**config.mk**
```make
export PLATFORM = sky130hd
export DESIGN_NAME = poisson_count_error_bars_core
export DESIGN_NICKNAME = d
export VERILOG_FILES = /design/src/rtl/core/pcerr_pkg.sv /design/src/rtl/core/pcerr_isqrt_step.sv /design/src/rtl/core/poisson_count_error_bars_core.sv
export SDC_FILE = /design/constraint.sdc
export NUM_CORES = 2
export LEC_CHECK = 0
export ABC_AREA = 1
export ABC_CLOCK_PERIOD_IN_PS = 20700
export BUFFER_PORTS_ARGS = -buffer_cell sky130_fd_sc_hd__buf_2
export CORE_ASPECT_RATIO = 1.4
export CORE_MARGIN = 2
export CORE_UTILIZATION = 40
export DETAILED_ROUTE_END_ITERATION = 8
export GPL_ROUTABILITY_DRIVEN = 1
export PLACE_DENSITY = 0.56
export SETUP_SLACK_MARGIN = 0.5
export SLEW_MARGIN = 10
export SYNTH_ARGS = -nofsm -noshare
export SYNTH_HDL_FRONTEND = slang
export SYNTH_SLANG_ARGS = --single-unit
```
**constraint.sdc**
```tcl
create_clock -name i_clk -period 20.7 [get_ports i_clk]
set_input_delay 1.035 -clock i_clk [delete_from_list [all_inputs] [get_ports i_clk]]
set_output_delay 1.035 -clock i_clk [all_outputs]
set_load 0.005 [all_outputs]
```
**src/rtl/core/pcerr_pkg.sv**
```systemverilog
// Shared constants, tables and helpers for the Poisson count error bar core.
package pcerr_pkg;

    localparam int CNT_W          = 32;
    localparam int OUT_W          = 24;
    localparam int FRAC_BITS_DEF  = 8;
    localparam int TAB_MAX        = 20;
    localparam int IDX_W          = 5;
    localparam int TAB_N          = 2 ** IDX_W;
    localparam int H_W            = 10;
    localparam longint OUT_MAX    = (longint'(1) << OUT_W) - 1;

    typedef logic [TAB_N-1:0][OUT_W-1:0] t_tab;

    // Feldman-Cousins 68.27% limits as distances from the count, in hundredths
    localparam logic [H_W-1:0] LO_H [0:TAB_MAX] = '{
        10'd0,   10'd63,  10'd126, 10'd190, 10'd166, 10'd225, 10'd218,
        10'd275, 10'd270, 10'd267, 10'd322, 10'd319, 10'd317, 10'd373,
        10'd370, 10'd368, 10'd367, 10'd421, 10'd419, 10'd418, 10'd417
    };

    localparam logic [H_W-1:0] HI_H [0:TAB_MAX] = '{
        10'd129, 10'd175, 10'd225, 10'd230, 10'd278, 10'd281, 10'd328,
        10'd330, 10'd332, 10'd379, 10'd381, 10'd382, 10'd429, 10'd430,
        10'd432, 10'd432, 10'd480, 10'd481, 10'd482, 10'd482, 10'd530
    };

    // Hundredths to fixed point, round half up, saturated; unused slots are zero
    function automatic t_tab fix_tab(input logic is_hi, input int frac);
        t_tab   tab;
        longint h;
        longint v;
        tab = '0;
        for (int i = 0; i <= TAB_MAX; i++) begin
            h = is_hi ? longint'(HI_H[i]) : longint'(LO_H[i]);
            v = ((h << frac) + 64'sd50) / 64'sd100;
            if (v > OUT_MAX) begin
                v = OUT_MAX;
            end
            tab[i] = v[OUT_W-1:0];
        end
        return tab;
    endfunction

endpackage

```
**src/rtl/core/pcerr_isqrt_step.sv**
```systemverilog
// One restoring square-root iteration: two radicand bits in, one root bit out.
module pcerr_isqrt_step
    import pcerr_pkg::*;
#(
    parameter int QW = 16 + FRAC_BITS_DEF
) (
    input  logic [QW+1:0] i_rem,
    input  logic [QW-1:0] i_root,
    input  logic [1:0]    i_top2,
    output logic [QW+1:0] o_rem,
    output logic [QW-1:0] o_root
);

    logic [QW+1:0] w_rem_sh;
    logic [QW+1:0] w_trial;
    logic          w_take;

    // remainder never exceeds 2*root, so its top two bits are zero here
    assign w_rem_sh = {i_rem[QW-1:0], i_top2};
    assign w_trial  = {i_root, 2'b01};
    assign w_take   = (w_rem_sh >= w_trial);

    assign o_rem  = w_take ? (w_rem_sh - w_trial) : w_rem_sh;
    assign o_root = {i_root[QW-2:0], w_take};

endmodule

```
**src/rtl/core/poisson_count_error_bars_core.sv**
```systemverilog
// Throughput: one beat per cycle while the output is not stalled; the square root is one root bit per pipeline stage.
// Ready ripples back through empty stages, so bubbles are filled during an output stall.
// Reset (synchronous, active low) clears only the stage valid bits; no clearing pass.
// Counts 0..20 use a rounded table, larger counts a truncated square root, negatives flag.
module poisson_count_error_bars_core
    import pcerr_pkg::*;
#(
    parameter int FRAC_BITS = FRAC_BITS_DEF
) (
    input  logic                    i_clk,
    input  logic                    i_rst_n,
    input  logic                    i_in_valid,
    output logic                    o_in_ready,
    input  logic signed [CNT_W-1:0] i_event_count,
    output logic                    o_out_valid,
    input  logic                    i_out_ready,
    output logic [OUT_W-1:0]        o_lower_error,
    output logic [OUT_W-1:0]        o_upper_error,
    output logic                    o_invalid_count
);

    localparam int QW = (CNT_W / 2) + FRAC_BITS;   // root bits
    localparam int RW = 2 * QW;                    // radicand bits
    localparam int NS = QW + 2;                    // input stage, QW root stages, output
    localparam int EW = (QW > OUT_W) ? QW : OUT_W + 1;
    localparam t_tab LO_TAB = fix_tab(1'b0, FRAC_BITS);
    localparam t_tab HI_TAB = fix_tab(1'b1, FRAC_BITS);

    logic [NS-1:0]   r_vld;
    logic [NS-1:0]   w_adv;

    logic [RW-1:0]   r_rad   [0:QW-1];
    logic [QW+1:0]   r_rem   [1:QW];
    logic [QW-1:0]   r_root  [1:QW];
    logic            r_neg   [0:QW];
    logic            r_small [0:QW];
    logic [OUT_W-1:0] r_lo   [1:QW];
    logic [OUT_W-1:0] r_hi   [1:QW];
    logic [IDX_W-1:0] r_idx;

    logic [OUT_W-1:0] r_out_lo;
    logic [OUT_W-1:0] r_out_hi;
    logic             r_out_neg;

    logic [QW+1:0]   w_rem_o  [0:QW-1];
    logic [QW-1:0]   w_root_o [0:QW-1];

    logic            w_small_in;
    logic [EW-1:0]   w_root_ext;
    logic [OUT_W-1:0] w_sqrt_sat;

    // a stage loads when it is empty or its contents move on
    always_comb begin
        w_adv[NS-1] = !r_vld[NS-1] || i_out_ready;
        for (int k = NS - 2; k >= 0; k--) begin
            w_adv[k] = !r_vld[k] || w_adv[k+1];
        end
    end

    assign o_in_ready = w_adv[0];

    always_ff @(posedge i_clk) begin
        if (!i_rst_n) begin
            r_vld <= '0;
        end else begin
            if (w_adv[0]) begin
                r_vld[0] <= i_in_valid;
            end
            for (int k = 1; k < NS; k++) begin
                if (w_adv[k]) begin
                    r_vld[k] <= r_vld[k-1];
                end
            end
        end
    end

    assign w_small_in = !i_event_count[CNT_W-1] &&
                        (i_event_count <= (CNT_W)'(TAB_MAX));

    // input stage
    always_ff @(posedge i_clk) begin
        if (w_adv[0]) begin
            r_neg[0]   <= i_event_count[CNT_W-1];
            r_small[0] <= w_small_in;
            r_idx      <= i_event_count[IDX_W-1:0];
            r_rad[0]   <= {1'b0, i_event_count[CNT_W-2:0], (2 * FRAC_BITS)'(0)};
        end
    end

    genvar j;
    generate
        for (j = 0; j < QW; j++) begin : g_root
            pcerr_isqrt_step #(
                .QW (QW)
            ) u_step (
                .i_rem  ((j == 0) ? (QW + 2)'(0) : r_rem[(j == 0) ? 1 : j]),
                .i_root ((j == 0) ? QW'(0)       : r_root[(j == 0) ? 1 : j]),
                .i_top2 (r_rad[j][RW-1:RW-2]),
                .o_rem  (w_rem_o[j]),
                .o_root (w_root_o[j])
            );

            always_ff @(posedge i_clk) begin
                if (w_adv[j+1]) begin
                    r_rem[j+1]   <= w_rem_o[j];
                    r_root[j+1]  <= w_root_o[j];
                    r_neg[j+1]   <= r_neg[j];
                    r_small[j+1] <= r_small[j];
                end
            end

            if (j == 0) begin : g_tab
                // table read rides along with the first root stage
                always_ff @(posedge i_clk) begin
                    if (w_adv[1]) begin
                        r_lo[1] <= r_small[0] ? LO_TAB[r_idx] : '0;
                        r_hi[1] <= r_small[0] ? HI_TAB[r_idx] : '0;
                    end
                end
            end else begin : g_carry
                always_ff @(posedge i_clk) begin
                    if (w_adv[j+1]) begin
                        r_lo[j+1] <= r_lo[j];
                        r_hi[j+1] <= r_hi[j];
                    end
                end
            end

            if (j < QW - 1) begin : g_rad
                always_ff @(posedge i_clk) begin
                    if (w_adv[j+1]) begin
                        r_rad[j+1] <= {r_rad[j][RW-3:0], 2'b00};
                    end
                end
            end
        end
    endgenerate

    assign w_root_ext = EW'(r_root[QW]);
    assign w_sqrt_sat = (w_root_ext > EW'(OUT_MAX)) ? OUT_W'(OUT_MAX)
                                                    : w_root_ext[OUT_W-1:0];

    // output register
    always_ff @(posedge i_clk) begin
        if (w_adv[NS-1]) begin
            r_out_neg <= r_neg[QW];
            if (r_neg[QW]) begin
                r_out_lo <= '0;
                r_out_hi <= '0;
            end else if (r_small[QW]) begin
                r_out_lo <= r_lo[QW];
                r_out_hi <= r_hi[QW];
            end else begin
                r_out_lo <= w_sqrt_sat;
                r_out_hi <= w_sqrt_sat;
            end
        end
    end

    assign o_out_valid     = r_vld[NS-1];
    assign o_lower_error   = r_out_lo;
    assign o_upper_error   = r_out_hi;
    assign o_invalid_count = r_out_neg;

endmodule

```
==> metrics <==
Tot Pwr 0.008882 W; number of H-tree levels 4; vias in the first global route 41280; EDFF count, synth 1645; Post-CTS Hold Buffers 0; Min-Delay Path Class reg2reg; CTS tree done; main flop type after synthesis edfxtp_1; DR vias/cell 4.796; Slew headroom 25.22%; Post-Route WL 122600 um; worst path arrival time 7.31 ns; critical path launch point type input pin; Async SR Flop Fraction 0%; Finished Core Util 45.05%; Cell Area, Synth 71930 um2; TritonCTS Buffers 164; Post-Syn Instances 5570; synthesized flop and latch total 1691; grt total ovfl 0; layout cells sized above 1 7.074%; clk sinks 1691; Skew-Pair Late Insertion Delay 0.82 ns; area grow syn2layout 12.19%; Setup Fix Bufs, Post-CTS 0; diodes inserted 0; largest net degree at the start of global routing 74; first-pass GRT wire length 195800 um; max cap viols 0; effective utilization at floorplan 40.16%; CP endpoint kind flop; Nets 6146; WL/cell 14.86 um; Syn Nets 5928; unrepaired setup endpoints after global routing no; ANT nets after route 0; DR DRC count 0; final worst path period share 32.06%; vias after detailed routing 39560; post-synth cell types 62; Die ar. 183300 um2; DRT Pass-1 Iters 5; Syn Area/Cell 12.91 um2; Core Region 179100 um2; Post-DP HPWL 91930 um; status completed; root buffer cell clkbuf_16; Setup WS post-layout 14.06 ns; Seq/Total Area, Yosys 69.96%; Max Root-Sink Buffers 3; final-report setup violation count 0; initial antenna violation count 0; Final min period 6.636 ns; CTS-repair resized insts 0; Max VDD drop 99.23 uV; PortBufs 86; YS warnings 0; Worst Tran Pin Value 1.119 ns; row cnt 184; gr usage total 13.37%; Die Y 505.7 um; Worst EP required 21.37 ns; Setup TNS Final 0 ns; Reg clk slew, reported paths 0.06 ns; Clock Skew 0.08806 ns; Leak 34.47 nW; GPL Wtd Cong 0.8420; power density over the cells 110.1 nW/um2; fmax 150.7 MHz; Iter 0 DRT Violations 1523; critical path peak fanout 70; overall die width 362.4 um; pre-CTS setup slack 13.01 ns; IO Pins 87; crit path kind in2reg; fin. max-slew vios 0; Fin. Hold Viols 0
-- state kept, by name, summed over array words and instances, names as in the netlist, named ones only --
register	cells
r_hi	216
r_rad	267
r_lo	264
r_vld	26
r_neg	25
o_lower_error	12
o_invalid_count	1
r_idx	4
r_small	25
o_upper_error	23
r_rem	508
r_root	300
-- report_power, final --
group          switching [W]  internal (W)
clock network        0.00130       0.00164
logic               0.000822      0.000557
registers           0.000265       0.00431
total                0.00238       0.00650
-- layout make-up --
cell class | count | area (um2)
Clock buffer | 203 | 4290
Inverter | 729 | 2736
Timing Repair Buffer | 125 | 723.2
Sequential cell | 1691 | 50320
Clock inverter | 98 | 1111
Multi-Input combinational cell | 3077 | 18610
Tap cell | 2325 | 2909
Fill cell | 15930 | 98420
-- final timing paths --
| path | from | endpoint | slack (ns) | cells after the start |
|---|---|---|---|---|
| worst min-delay path | r_hi[4][4] | r_hi[5][4] | 0.39 | 0 |
| worst max register to register | r_vld[25] | flop | 14.08 | 26 |
| worst min register to register | r_hi[4][4] | r_hi[5][4] | 0.39 | 0 |
| worst max-delay path | i_out_ready | flop | 14.06 | 28 |
-- metal layers --
metal | vias to the layer above | GRT usage (%) | routed length (um)
li1 | 19930 | - | -
met1 | 18760 | 10.03 | 36640
met2 | 530 | 29.08 | 74650
met3 | 342 | 2.488 | 3652
met4 | 0 | 8.160 | 7644
met5 | - | 0 | 0
-- cells in the final DEF (no fill, tap or decap), types with 46 or more instances in the layout --
cell,count
ha_1,315
nor2_1,402
buf_2,86
xor2_1,198
xnor2_1,181
o21ai_0,318
a21oi_1,388
clkbuf_16,164
nor3_1,52
nand2_1,779
nand4_1,47
dfxtp_1,46
edfxtp_1,1645
inv_1,715
nand3_1,154
-- cell usage after synthesis, types with 3 or more instances --
master | n | area share [%]
o221ai_1 | 3 | 0.037
o21bai_1 | 24 | 0.25
nand4_2 | 7 | 0.12
a21oi_1 | 389 | 2.7
nor4b_1 | 3 | 0.037
a21o_1 | 13 | 0.14
buf_4 | 14 | 0.15
nor4_1 | 37 | 0.32
nor2_1 | 402 | 2.1
nand3b_1 | 4 | 0.042
nor2_2 | 3 | 0.026
o31ai_1 | 12 | 0.13
clkbuf_1 | 50 | 0.26
nor3_1 | 52 | 0.36
fa_1 | 7 | 0.19
buf_2 | 5 | 0.035
nand3_1 | 155 | 1.1
edfxtp_1 | 1645 | 69
nand4_1 | 47 | 0.41
a21boi_1 | 3 | 0.031
dfxtp_1 | 46 | 1.3
ha_1 | 315 | 5.5
clkinv_1 | 6 | 0.031
nand4_4 | 6 | 0.18
o21ai_0 | 318 | 2.2
o211ai_1 | 12 | 0.13
o2111ai_1 | 3 | 0.037
xnor2_1 | 181 | 2.2
o21ai_1 | 3 | 0.021
nor2_4 | 7 | 0.11
or2_2 | 11 | 0.096
a211oi_1 | 13 | 0.14
or3_1 | 3 | 0.026
inv_1 | 721 | 3.8
a31oi_1 | 12 | 0.10
a21boi_0 | 10 | 0.10
nand2_1 | 785 | 4.1
xor2_1 | 198 | 2.4
o22ai_1 | 4 | 0.035
o21a_1 | 5 | 0.052
and2_1 | 4 | 0.035
-- critical path, cell delays in order --
cell,delay [ns]
buf_2,0.12
inv_1,0.13
nand4_4,0.08
buf_4,0.41
nor2_4,0.28
nand4_4,0.09
buf_4,0.39
nor2_4,0.26
nand4_4,0.09
buf_4,0.37
nor2_4,0.28
nand4_4,0.09
buf_4,0.38
nor2_4,0.27
nand4_4,0.31
nor2_4,0.28
nand4_4,0.43
nor2_4,0.37
nand4_1,0.18
nand2_1,0.34
inv_1,0.11
ha_1,0.20
inv_1,0.14
nand3_1,0.27
nand2_1,0.15
nor2_1,0.05
nor2_1,0.10
nand2_1,0.06
-- per-stage QoR --
stage	cell area, um2	instances	hold slack [ns]
after global routing	80700	8248	0.3377
final	80700	8248	0.3885
after global placement	75290	7947	0.4001
after detailed placement	75290	7947	0.4045
after CTS	80700	8248	0.3222
after floorplan	71930	5570	0.4003
-- cell families (layout without fill, tap and decap cells) --
group           Yosys count  in the layout  share of synthesized area, %
fa+ha+maj               322            322                         5.674
mux                       1              1                       0.01565
flops                  1691           1691                         69.96
compound gates          840            840                         6.334
simple gates           1534           1534                         9.112
other cells               1              1                      0.005214
xor+xnor                379            379                         4.615
buf+inv                 802           1155                         4.288
No activity file was read; power rests on OpenSTA's default activity.
